==> src/sv/slfr_pkg.sv <==
// Types and constants of the shared line frame receiver.
// Used by the receive core, the top level and the port checker.
package slfr_pkg;

    localparam logic [1:0] KIND_BYTE = 2'd0;
    localparam logic [1:0] KIND_BUSY = 2'd1;
    localparam logic [1:0] KIND_FREE = 2'd2;

    localparam logic [1:0] MODE_IDLE     = 2'd0;
    localparam logic [1:0] MODE_SEND     = 2'd1;
    localparam logic [1:0] MODE_ANNOUNCE = 2'd2;

    localparam logic [1:0] CFG_NODE_ADDR  = 2'd0;
    localparam logic [1:0] CFG_BCAST_ADDR = 2'd1;
    localparam logic [1:0] CFG_ANN_MASK   = 2'd2;
    localparam logic [1:0] CFG_NAK_MASK   = 2'd3;

    localparam logic [7:0] NODE_ADDR_RST  = 8'd0;
    localparam logic [7:0] BCAST_ADDR_RST = 8'd255;
    localparam logic [7:0] ANN_MASK_RST   = 8'd128;
    localparam logic [7:0] NAK_MASK_RST   = 8'd64;

    localparam int MIN_FRAME = 4;

    typedef struct packed {
        logic [1:0] kind;
        logic [7:0] rx_byte;
        logic [1:0] local_mode;
    } in_t;

    typedef struct packed {
        logic       is_tx_byte;
        logic [7:0] tx_byte;
        logic       last;
        logic       packet_waiting;
        logic [5:0] frame_length;
        logic       checksum_ok;
    } out_t;

    typedef struct packed {
        logic       packet_waiting;
        logic [5:0] frame_length;
        logic       checksum_ok;
    } slfr_status_t;

endpackage

==> src/sv/slfr_rx_core.sv <==
// Frame state of the receiver: byte count, running sum, header and tail bytes.
// Depends on slfr_pkg; instantiated by the top level.
module slfr_rx_core #(
    parameter int FRAME_BYTES = 32
) (
    input  logic                  clk,
    input  logic                  rst_n,
    input  logic                  step_en,
    input  slfr_pkg::in_t         item,
    input  logic [7:0]            node_addr,
    input  logic [7:0]            bcast_addr,
    input  logic [7:0]            ann_mask,
    output logic                  send_nak,
    output slfr_pkg::slfr_status_t status
);
    import slfr_pkg::*;

    localparam int CNT_W = $clog2(FRAME_BYTES + 1);

    logic [CNT_W-1:0] cnt_reg, cnt_next;
    logic [7:0]       sum_reg, sum_next;
    logic             wait_reg, wait_next;
    // Only the three header bytes and the newest byte are ever inspected.
    logic [7:0]       hdr0_reg, hdr1_reg, hdr2_reg, tail_reg;

    logic store_en, busy_clr, frame_ok, is_bcast, sum_ok;

    always_comb
    begin
        sum_ok   = (cnt_reg != '0) && ((sum_reg - tail_reg) == tail_reg);
        store_en = (item.kind == KIND_BYTE) && (item.local_mode != MODE_SEND)
                   && (cnt_reg < CNT_W'(FRAME_BYTES));
        busy_clr = (item.kind == KIND_BUSY) && (item.local_mode != MODE_SEND);
        frame_ok = (item.kind == KIND_FREE) && (item.local_mode != MODE_ANNOUNCE)
                   && (cnt_reg >= CNT_W'(MIN_FRAME)) && sum_ok;
        is_bcast = (hdr0_reg == bcast_addr);
        send_nak = step_en && frame_ok && is_bcast
                   && ((hdr2_reg & ann_mask) != 8'd0) && (hdr1_reg == node_addr);

        cnt_next  = cnt_reg;
        sum_next  = sum_reg;
        wait_next = wait_reg;
        if (store_en)
        begin
            cnt_next = cnt_reg + CNT_W'(1);
            sum_next = sum_reg + item.rx_byte;
        end
        else if (busy_clr)
        begin
            cnt_next  = '0;
            sum_next  = 8'd0;
            wait_next = 1'b0;
        end
        else if (send_nak)
        begin
            cnt_next = '0;
            sum_next = 8'd0;
        end
        else if (frame_ok && !is_bcast && (hdr0_reg == node_addr))
        begin
            wait_next = 1'b1;
        end
    end

    always_ff @(posedge clk or negedge rst_n)
    begin
        if (!rst_n)
        begin
            cnt_reg  <= '0;
            sum_reg  <= 8'd0;
            wait_reg <= 1'b0;
        end
        else if (step_en)
        begin
            cnt_reg  <= cnt_next;
            sum_reg  <= sum_next;
            wait_reg <= wait_next;
        end
    end

    always_ff @(posedge clk)
    begin
        if (step_en && store_en)
        begin
            tail_reg <= item.rx_byte;
            if (cnt_reg == CNT_W'(0))
                hdr0_reg <= item.rx_byte;
            if (cnt_reg == CNT_W'(1))
                hdr1_reg <= item.rx_byte;
            if (cnt_reg == CNT_W'(2))
                hdr2_reg <= item.rx_byte;
        end
    end

    assign status.packet_waiting = wait_reg;
    assign status.frame_length   = 6'(cnt_reg);
    assign status.checksum_ok    = sum_ok;

endmodule

==> src/sv/shared_line_frame_receiver_unit.sv <==
// Top level of the shared line frame receiver: handshakes, configuration
// registers and the result stage. Depends on slfr_pkg and slfr_rx_core.
//
// Usage: each input beat on in_valid/in_ready carries one line event (a
// received byte, the line going busy, or the line going free) plus the node's
// current activity. Every event yields one result beat on out_valid/out_ready
// holding the frame status after the event; a free edge that ends a valid
// announce claiming this node's address yields four beats carrying the NAK
// frame, with last set on the fourth.
// The first result beat is registered and valid in the cycle after the input beat.
// Throughput: one event per cycle while results are taken at once; a NAK
// event occupies the result stage for its four NAK bytes, one beat per byte.
// The result register frees up on the cycle its final beat is taken, so a new
// input beat is accepted in that same cycle. A stalled receiver holds the
// result and blocks further input beats until the final beat goes out.
// Configuration beats (cfg_valid/cfg_ready) are always taken at once: cfg_ready is tied high.
// Reset clears the frame, the waiting flag and the result stage, and loads
// the register defaults: node 0, broadcast 255, announce mask 128, NAK 64.
module shared_line_frame_receiver_unit #(
    parameter int FRAME_BYTES = 32
) (
    input  logic           clk,
    input  logic           rst_n,
    input  logic           in_valid,
    output logic           in_ready,
    input  slfr_pkg::in_t  in_data,
    output logic           out_valid,
    input  logic           out_ready,
    output slfr_pkg::out_t out_data,
    input  logic           cfg_valid,
    output logic           cfg_ready,
    input  logic [1:0]     cfg_index,
    input  logic [7:0]     cfg_data
);
    import slfr_pkg::*;

    logic [7:0] node_addr_reg, bcast_addr_reg, ann_mask_reg, nak_mask_reg;

    logic       out_valid_reg, out_valid_next;
    logic       nak_reg, nak_next;
    logic [1:0] beat_reg, beat_next;

    logic         step_en, send_nak, out_last, out_take;
    slfr_status_t status;
    logic [7:0]   nak_byte;

    assign cfg_ready = 1'b1;

    always_ff @(posedge clk or negedge rst_n)
    begin
        if (!rst_n)
        begin
            node_addr_reg  <= NODE_ADDR_RST;
            bcast_addr_reg <= BCAST_ADDR_RST;
            ann_mask_reg   <= ANN_MASK_RST;
            nak_mask_reg   <= NAK_MASK_RST;
        end
        else if (cfg_valid)
        begin
            case (cfg_index)
                CFG_NODE_ADDR:  node_addr_reg  <= cfg_data;
                CFG_BCAST_ADDR: bcast_addr_reg <= cfg_data;
                CFG_ANN_MASK:   ann_mask_reg   <= cfg_data;
                CFG_NAK_MASK:   nak_mask_reg   <= cfg_data;
                default:        node_addr_reg  <= node_addr_reg;
            endcase
        end
    end

    slfr_rx_core #(
        .FRAME_BYTES(FRAME_BYTES)
    ) u_core (
        .clk       (clk),
        .rst_n     (rst_n),
        .step_en   (step_en),
        .item      (in_data),
        .node_addr (node_addr_reg),
        .bcast_addr(bcast_addr_reg),
        .ann_mask  (ann_mask_reg),
        .send_nak  (send_nak),
        .status    (status)
    );

    assign out_last = !nak_reg || (beat_reg == 2'd3);
    assign out_take = out_valid_reg && out_ready;
    assign in_ready = !out_valid_reg || (out_ready && out_last);
    assign step_en  = in_valid && in_ready;

    always_comb
    begin
        out_valid_next = out_valid_reg;
        nak_next       = nak_reg;
        beat_next      = beat_reg;
        if (step_en)
        begin
            out_valid_next = 1'b1;
            nak_next       = send_nak;
            beat_next      = 2'd0;
        end
        else if (out_take)
        begin
            if (out_last)
                out_valid_next = 1'b0;
            else
                beat_next = beat_reg + 2'd1;
        end
    end

    always_ff @(posedge clk or negedge rst_n)
    begin
        if (!rst_n)
        begin
            out_valid_reg <= 1'b0;
            nak_reg       <= 1'b0;
            beat_reg      <= 2'd0;
        end
        else
        begin
            out_valid_reg <= out_valid_next;
            nak_reg       <= nak_next;
            beat_reg      <= beat_next;
        end
    end

    // The user must keep the configuration stable while a NAK frame is going out
    // (the block does not enforce it), as its bytes come straight from the registers.
    always_comb
    begin
        case (beat_reg)
            2'd0:    nak_byte = bcast_addr_reg;
            2'd1:    nak_byte = node_addr_reg;
            2'd2:    nak_byte = nak_mask_reg;
            default: nak_byte = bcast_addr_reg + node_addr_reg + nak_mask_reg;
        endcase
    end

    assign out_valid               = out_valid_reg;
    assign out_data.is_tx_byte     = nak_reg;
    assign out_data.tx_byte        = nak_reg ? nak_byte : 8'd0;
    assign out_data.last           = out_last;
    assign out_data.packet_waiting = status.packet_waiting;
    assign out_data.frame_length   = status.frame_length;
    assign out_data.checksum_ok    = status.checksum_ok;

endmodule

==> config.mk <==
export PLATFORM = sky130hd
export DESIGN_NAME = shared_line_frame_receiver_unit
export DESIGN_NICKNAME = d
export VERILOG_FILES = /design/src/sv/slfr_pkg.sv /design/src/sv/slfr_rx_core.sv /design/src/sv/shared_line_frame_receiver_unit.sv
export SDC_FILE = /design/constraint.sdc
export NUM_CORES = 1
export LEC_CHECK = 0
export BUFFER_PORTS_ARGS = -buffer_cell sky130_fd_sc_hd__buf_2
export CAP_MARGIN = 20
export CORE_MARGIN = 2
export CORE_UTILIZATION = 33
export DETAILED_ROUTE_END_ITERATION = 8
export PLACE_DENSITY = 0.48
export REMOVE_ABC_BUFFERS = 1
export SYNTH_ARGS = -nofsm -noshare
export SYNTH_HDL_FRONTEND = slang
export SYNTH_SLANG_ARGS = --single-unit
==> constraint.sdc <==
create_clock -name clk -period 3.9 [get_ports clk]
set_input_delay 0.585 -clock clk [delete_from_list [all_inputs] [get_ports clk]]
set_output_delay 0.585 -clock clk [all_outputs]
set_load 0.01 [all_outputs]
==> qor.txt, run 1 <==
Ys async rst share = 62.2%
Switching share of total power = 32.6%
Critical path class = reg -> out
DIE HEIGHT = 124 um
Max Cap Viol = 0
Final clock skew = 9.69 ps
Area leader, netlist = dfrtp_1
Syn Area/Cell = 11.8 sq um
Cells after DPL = 623
Switching power = 0.969 mW
Mapped cell area = 0.00478 sq mm
Register area share after synthesis = 46.4%
Tmin final = 3660 ps
Drt pass-1 iters = 5
Synth Register Bits = 82
Worst path cell trace = fa_1 > ha_1 > fa_1 > a21o_1 > a21oi_1 > o21bai_1 > a21oi_1 > xnor2_1 > a21oi_1 > buf_2
Post-Syn Instances = 407
Total gr overflow = 0
Final hold vios = 0
Most frequent CP cell = a21oi_1
Synth-to-Final Area Change = 14.3%
Crit Path Max Fanout = 4
Cell Int Power = 2.00 mW
Core Util, Final = 38.9%
LEAKAGE = 2.32 nW
Layout cells sized above 1 = 24.8%
CP Data Required Time = 3310 ps
CTS Sinks = 82
Nets@finish = 519
Worst slew margin = 49.6%
Die ar. = 0.0155 sq mm
Clock Tree Root = clkbuf_16
Sequential Power Share = 38.9%
# IOs = 48
Vias per cell = 4.95
RSZ-0062 raised after global routing = no
Clock-pin transition on the worst setup and hold timing paths = 60 ps
FF-to-FF path depth = 8
Routed len/inst = 16.4 um
Yosys cell types = 55
CTS Buf Count = 9
Filler Cell Count = 1400
Most frequent cells in the layout = buf_2 (46), dfrtp_1 (41), mux2_2 (32)
Post-synth top area share = 21.4%
Non-filler cells, final = 639
ANT nets after route = 0
WL final = 10500 um
Drt initial violations = 212
Initial Utilization = 34.1%
First-pass GRT wire length = 17300 um
Max VDD drop = 0.264 mV
Status = completed
Setup crit start kind = flip-flop
Post-synth EDFFs = 31
DR DRC count = 0
Leading post-synthesis cells by cell area = dfrtp_1 (21%), edfxtp_1 (19%), mux2_2 (7.5%), ha_1 (7.3%), xnor2_1 (5.7%)
Vias in the first global route = 3301
Commonest non-fill, non-tap cell in the layout = buf_2
Max Slew Vio Count = 0
Via count = 3166
Diodes inserted = 0
Pwr/cell area = 543 mW/mm^2
Post-cts sizing count = 0
Clk pwr share = 27.7%
Final worst path period share = 93.8%
CTS H-Tree Depth = 3
Largest net degree at the start of global routing = 34
Slowest stage delay, CP = 570 ps
Crit end category = primary output
FP Rows = 43
Setup repair bufs after CTS = 0
Hold buffer count at CTS = 0
Worst Hold Class = in -> async
Comb power frac = 33.3%
Core area = 0.0140 sq mm
Setup TNS = 0 ps
GR Util All Layers = 14.0%
Routability cong. = 0.764
Worst r2r src = u_core.tail_reg[0]$_DFFE_PP_
Post-DP HPWL = 8220 um
CP max-delay cell = dfstp_2
Top FF cell, synth = dfrtp_1
I/O Buffers = 46
CTS tree = yes
Reg-to-reg slack, setup = 880 ps
Reg2reg end = u_core.sum_reg[0]$_DFFE_PN0P_
Clock buffer depth = 2
Worst skew pair latency = 330 ps
Syn. warnings = 0
Die W = 124 um
FMAX = 0.273 GHz
Initial antenna violation count = 0
Worst-Margin Slew = 737 ps
Setup violators final = 0
Arrival time worst endpoint = 3070 ps
==> how the worst max path moves through the flow <==
stage / startpoint / endpoint / depth (start not counted)
final: bcast_addr_reg[1]$_DFFE_PN1P_ / out_data[16] / 10
after global routing: bcast_addr_reg[1]$_DFFE_PN1P_ / out_data[16] / 10
after CTS: bcast_addr_reg[1]$_DFFE_PN1P_ / out_data[16] / 10
after detailed placement: bcast_addr_reg[1]$_DFFE_PN1P_ / out_data[16] / 10
after global placement: bcast_addr_reg[1]$_DFFE_PN1P_ / out_data[16] / 10
after floorplan: bcast_addr_reg[1]$_DFFE_PN1P_ / out_data[16] / 9
==> metal layers <==
metal	vias up	wire length (um)	global-route usage (%)
met2	39	5260	23.9
met4	0	101	3.57
met1	1547	4870	17.9
met3	8	257	3.14
li1	1572	-	-
met5	-	0	0
==> area by class of cell <==
type	count	area [sq um]	area share, %
clock buffer	12	268	4.90
clock inverter	4	22.5	0.412
inverter	29	109	1.99
multi-input combinational	282	2360	43.2
sequential	82	2220	40.6
tap	180	225	4.12
timing repair buffer	50	260	4.76
==> worst max-delay path: cells and delay by family, from the launching register on <==
kind | cells | cell delay (ps)
xor gates and xnor gates | 1 | 100
adders and majority gates | 3 | 1080
buffers and inverters | 1 | 140
AOI/OAI and AO/OA | 5 | 840
DFF | 1 | 570
==> synthesized netlist by cell type, types with 2 or more instances <==
cell type	number
a211oi_1	3
a21o_1	6
a21oi_1	21
a222oi_1	6
a22o_1	2
a22oi_1	7
and2_1	4
and3_1	4
buf_2	2
buf_4	5
buf_6	2
clkbuf_1	4
dfrtp_1	41
dfstp_2	10
edfxtp_1	31
fa_1	10
ha_1	28
inv_1	28
mux2_2	32
mux2i_1	2
nand2_1	21
nand2b_1	2
nand3_1	8
nand3b_1	3
nand4_1	7
nor2_1	7
nor2b_1	4
nor3_1	6
nor4_1	4
o211ai_1	2
o21a_1	2
o21ai_0	16
o21bai_1	3
o22ai_1	7
or3_1	3
xnor2_1	31
xor2_1	15
==> power by group through the flow <==
stage	Sequential (mW)	Clock, mW	Combinational, mW
after floorplan	1.14	0	0.786
after global placement	1.17	0	0.975
after detailed placement	1.17	0	0.995
after CTS	1.16	0.848	1.00
after global routing	1.18	0.887	1.13
final	1.16	0.824	0.990
==> stage by stage <==
stage          area [sq um]  power [mW]  setup slack, ps  hold slack [ps]
6_report               5470        2.97              242              204
5_1_grt                5470        3.19             69.5              229
4_1_cts                5470        3.01              205              217
3_5_place_dp           5180        2.17              564              495
3_3_place_gp           5180        2.14              666              489
2_1_floorplan          4690        1.93              826              289
==> cell families (layout without fill, tap and decap cells) <==
kind of cell / Yosys count / count (layout) / synth area share [%]
AO/OA/AOI/OAI: 85 / 85 / 12.2
flip-flops: 82 / 82 / 46.4
AND/OR/NAND/NOR: 77 / 77 / 8.76
XOR/XNOR: 47 / 47 / 8.89
buffers and inverters: 43 / 95 / 4.16
adder cells (fa/ha/maj): 38 / 38 / 11.5
multiplexers: 34 / 34 / 7.95
other: 1 / 1 / 0.0784
No activity file was read; power rests on OpenSTA's default activity.
==> inputs of run 2 (changes only) <==
--- a/config.mk
+++ b/config.mk
@@ -5,12 +5,13 @@
 export SDC_FILE = /design/constraint.sdc
 export NUM_CORES = 1
 export LEC_CHECK = 0
+export ABC_AREA = 1
 export BUFFER_PORTS_ARGS = -buffer_cell sky130_fd_sc_hd__buf_2
 export CAP_MARGIN = 20
 export CORE_MARGIN = 2
-export CORE_UTILIZATION = 33
+export CORE_UTILIZATION = 35
 export DETAILED_ROUTE_END_ITERATION = 8
-export PLACE_DENSITY = 0.48
+export PLACE_DENSITY = 0.5
 export REMOVE_ABC_BUFFERS = 1
 export SYNTH_ARGS = -nofsm -noshare
 export SYNTH_HDL_FRONTEND = slang
==> qor.txt, run 2 <==
Max Slew Vio Count = 0
Critical path class = reg -> out
Layout cells sized above 1 = 19.3%
CTS Sinks = 82
Post-synth top area share = 20.2%
I/O Buffers = 46
Setup TNS = 0 ps
Worst setup startpoint = bcast_addr_reg[1]$_DFFE_PN1P_
Worst Hold Class = in -> async
Max VDD drop = 0.201 mV
Routability cong. = 0.843
RSZ-0062 raised after global routing = no
Clock-pin transition on the worst setup and hold timing paths = 60 ps
First-pass GRT wire length = 19600 um
Final Instance Area = 0.00580 sq mm
Crit Path Max Fanout = 4
Die W = 124 um
Register area share after synthesis = 43.7%
Core area = 0.0144 sq mm
Top post-synthesis cells by count = nand2_1 (132), inv_1 (63), o21ai_0 (46)
Ys async rst share = 62.2%
ANT nets after route = 0
Die ar. = 0.0155 sq mm
CTS H-Tree Depth = 3
Most frequent cells in the layout = nand2_1 (132), inv_1 (63), o21ai_0 (46), buf_2 (46), dfrtp_1 (41)
Vias in the first global route = 3891
Syn. warnings = 0
Mapped cell area = 0.00507 sq mm
Register area = 0.00222 sq mm
Most frequent cell after synthesis = nand2_1
Worst slew margin = 45.5%
Final worst path period share = 89.6%
Top FF cell, synth = dfrtp_1
Commonest non-fill, non-tap cell in the layout = nand2_1
Crit end category = primary output
Initial antenna violation count = 0
DIE HEIGHT = 124 um
Setup repair bufs after CTS = 0
FMAX = 0.286 GHz
Post-DP HPWL = 8720 um
Pwr/cell area = 492 mW/mm^2
LEAKAGE = 2.76 nW
Tot Pwr = 2.85 mW
Post-cts sizing count = 0
Post-synth EDFFs = 31
Setup violators final = 0
Arrival time worst endpoint = 2910 ps
Synth-to-Final Area Change = 14.2%
Worst r2r src = beat_reg[1]$_DFFE_PN0P_
Via count = 3777
Post-Syn Instances = 568
Syn Area/Cell = 8.93 sq um
Yosys cell types = 41
Hold buffer count at CTS = 0
Vias per cell = 4.71
Area taken by multi-input logic gates = 0.00250 sq mm
Setup crit start kind = flip-flop
# IOs = 48
Largest net degree at the start of global routing = 33
Nets@finish = 678
DR DRC count = 0
Drt pass-1 iters = 4
Final hold vios = 0
Tmin final = 3490 ps
Clock buffer depth = 2
CTS Buf Count = 9
Drt initial violations = 156
Clock Tree Root = clkbuf_16
WL final = 11500 um
Routed len/inst = 14.3 um
CP Data Required Time = 3310 ps
FP Rows = 44
Final clock skew = 6.26 ps
Total gr overflow = 0
Filler Cell Count = 1446
GR Util All Layers = 15.9%
Initial Utilization = 35.3%
Max Cap Viol = 0
Synth Register Bits = 82
Worst skew pair latency = 340 ps
Diodes inserted = 0
Worst-Margin Slew = 815 ps
Status = completed
Leading post-synthesis cells by cell area = dfrtp_1 (20%), edfxtp_1 (18%), nand2_1 (9.8%), ha_1 (6.9%), dfstp_2 (5.2%)
DP Area = 0.00546 sq mm
CTS tree = yes
Area leader, netlist = dfrtp_1
==> run 2: worst paths after layout <==
| path | to | slack [ps] | cells past startpoint |
|---|---|---|---|
| worst max-delay path | out_data[16] | 410 | 12 |
| worst min-delay path | nak_mask_reg[0]$_DFFE_PN0P_ | 310 | 1 |
| worst max register to register | u_core.hdr1_reg[1]$_DFFE_PP_ | 1090 | 10 |
| worst min register to register | ann_mask_reg[0]$_DFFE_PN0P_ | 490 | 2 |
| max in group asynchronous | bcast_addr_reg[5]$_DFFE_PN1P_ | 2740 | 2 |
| min in group clk | ann_mask_reg[0]$_DFFE_PN0P_ | 490 | 2 |
==> run 2: per-stage QoR <==
step	setup WS [ps]	utilization, %	hold WS [ps]	std cells
after floorplan	1030	-	289	554
after global placement	818	38.0	474	786
after detailed placement	782	38.0	478	786
after CTS	395	40.3	343	802
after global routing	215	40.3	368	802
final	406	40.3	313	802
==> run 2: critical path: stages, from the launching register on <==
cell	delay [ps]
dfstp_2	580
fa_1	430
ha_1	240
fa_1	420
nand3_1	90
nand2_1	90
a21o_1	180
a21oi_1	140
or2_2	130
nand2_1	40
nand3_1	60
inv_1	40
buf_2	130
==> run 2: cell type report <==
cell class	count	share of cell area, %
clock inverters	3	0.389
repair buffers	48	4.23
well taps	184	3.97
inverters	68	4.49
flip-flops and latches	82	38.3
multi-input cells	404	43.2
clock buffers	13	5.42
==> run 2: layer usage <==
metal	track usage, %	part of all wire [%]
met3	3.65	2.5
met2	27.6	50
met1	20.0	46
met5	0	0
met4	4.10	1.2
==> run 2: logic make-up (layout without fill, tap and decap cells) <==
family	after synthesis	after routing	synth area share, %
other	1	1	0.0739
buffers and inverters	82	132	6.90
and+or+nand+nor	247	247	23.5
adders and majority gates	38	38	10.9
DFF	82	82	43.7
xor gates and xnor gates	31	31	5.35
AOI/OAI and AO/OA	87	87	9.62
==> run 2: report_power, final <==
| part | internal (mW) | switching [mW] |
|---|---|---|
| registers | 1.01 | 0.123 |
| clock network | 0.568 | 0.352 |
| logic | 0.341 | 0.463 |
==> inputs of run 3 (changes only) <==
==> constraint.sdc (replaced) <==
create_clock -name clk -period 3.9 [get_ports clk]
set_input_delay 0.195 -clock clk [delete_from_list [all_inputs] [get_ports clk]]
set_output_delay 0.195 -clock clk [all_outputs]
set_load 0.01 [all_outputs]
==> qor.txt, run 3 (synthesis results as in run 2) <==
WL final = 11600 um
DP Area = 0.00545 sq mm
Max Slew Vio Count = 0
Worst-Margin Slew = 665 ps
Die ar. = 0.0155 sq mm
Tmin final = 3090 ps
Total gr overflow = 0
Max Cap Viol = 0
Vias per cell = 4.73
ANT nets after route = 0
Final Instance Area = 0.00580 sq mm
Clock buffer depth = 2
Max VDD drop = 0.247 mV
Die W = 124 um
Final worst path period share = 79.1%
Non-filler cells, final = 802
Crit Path Max Fanout = 4
Routability cong. = 0.782
Hold_sp = in_valid
Worst r2r src = beat_reg[1]$_DFFE_PN0P_
Clock Tree Root = clkbuf_16
CP Data Required Time = 3700 ps
Worst slew margin = 55.5%
Critical path class = reg -> out
FP Rows = 44
Most frequent cells in the layout = nand2_1 (132), inv_1 (63), o21ai_0 (46), buf_2 (46), dfrtp_1 (41)
Layout cells sized above 1 = 19.1%
Synth-to-Final Area Change = 14.4%
Drt pass-1 iters = 4
CTS Buf Count = 9
LEAKAGE = 2.76 nW
Diodes inserted = 0
Initial Utilization = 35.3%
CTS H-Tree Depth = 3
Core Util, Final = 40.4%
Drt initial violations = 192
GR Util All Layers = 16.3%
Commonest non-fill, non-tap cell in the layout = nand2_1
First-pass GRT wire length = 20100 um
Final hold vios = 0
DIE HEIGHT = 124 um
CTS tree = yes
Initial antenna violation count = 0
DR DRC count = 0
Worst Hold Class = in -> reg
Setup repair bufs after CTS = 0
Status = completed
Routed len/inst = 14.4 um
I/O Buffers = 46
Post-DP HPWL = 8930 um
Nets@finish = 678
RSZ-0062 raised after global routing = no
Post-cts sizing count = 0
Clock-pin transition on the worst setup and hold timing paths = 60 ps
Final clock skew = 4.13 ps
Crit end category = primary output
Vias in the first global route = 4031
# IOs = 48
Worst skew pair latency = 340 ps
Setup violators final = 0
Via count = 3793
Core area = 0.0144 sq mm
Pwr/cell area = 502 mW/mm^2
Cells after DPL = 785
Arrival time worst endpoint = 2890 ps
Largest net degree at the start of global routing = 50
Setup crit start kind = flip-flop
FMAX = 0.324 GHz
Setup TNS = 0 ps
Worst setup startpoint = bcast_addr_reg[1]$_DFFE_PN1P_
CTS Sinks = 82
-- run 3: cell types whose count changed in the layout (fill, tap and decap cells not counted), sizes merged --
| cell | before | now |
|---|---|---|
| bufinv | 0 | 3 |
| inv | 68 | 67 |
| dlygate4sd3 | 0 | 1 |
| clkbuf | 13 | 9 |
| buf | 48 | 47 |
| clkinv | 3 | 5 |
-- run 3: final timing paths --
| path | end | slack [ps] | cells after the start |
|---|---|---|---|
| max in group asynchronous | u_core.sum_reg[2]$_DFFE_PN0P_ | 2890 | 3 |
| min in group asynchronous | nak_mask_reg[3]$_DFFE_PN0P_ | 170 | 2 |
| worst min-delay path | out_valid$_DFFE_PN0P_ | 120 | 3 |
| worst max-delay path | out_data[16] | 810 | 12 |
| worst min register to register | ann_mask_reg[4]$_DFFE_PN0P_ | 490 | 2 |
| worst max register to register | u_core.hdr2_reg[3]$_DFFE_PP_ | 1160 | 9 |
-- run 3: layer usage --
metal  GRT usage (%)  vias up  share of wire (%)  routed length [um]
met5               0        -                  0                   0
met4            5.55        0                1.5                 178
met3            2.75       10                3.1                 362
met2            28.9       54                 50                5820
met1            20.1     1788                 45                5200
li1                -     1941                  -                   -
-- run 3: per-stage QoR --
step / hold slack (ps) / setup slack (ps) / total power, mW
detailed placement: -9.90 / 1070 / 1.96
global route: 120 / 682 / 3.14
finish: 116 / 814 / 2.91
global placement: -12.2 / 1160 / 1.94
floorplan: -101 / 1420 / 1.74
CTS: 101 / 794 / 2.96
-- run 3: critical path, stage by stage, from the launching register on --
cell,delay [ps]
dfstp_2,570
fa_1,430
ha_1,240
fa_1,420
nand3_1,100
nand2_1,90
a21o_1,160
a21oi_1,140
or2_2,130
nand2_1,50
nand3_1,70
inv_1,40
buf_2,130
-- run 3: what timing repair did --
item | 4_1_cts | 5_1_grt
hold buffers | 1 | 0
setup endpoints to repair | 0 | 0
hold endpoints to repair | 2 | 0
-- run 3: cell type report --
class / count / area [sq um]
Tap cell: 184 / 230
Inverter: 68 / 260
Clock inverter: 7 / 118
Clock buffer: 9 / 225
Sequential cell: 82 / 2220
Timing Repair Buffer: 48 / 248
Multi-Input combinational cell: 404 / 2500
Fill cell: 1466 / 8560
-- run 3: report_power, final --
part	switching [mW]	total, mW	internal [mW]
Clock	0.347	0.972	0.625
Combinational	0.462	0.806	0.344
Sequential	0.129	1.13	1.01
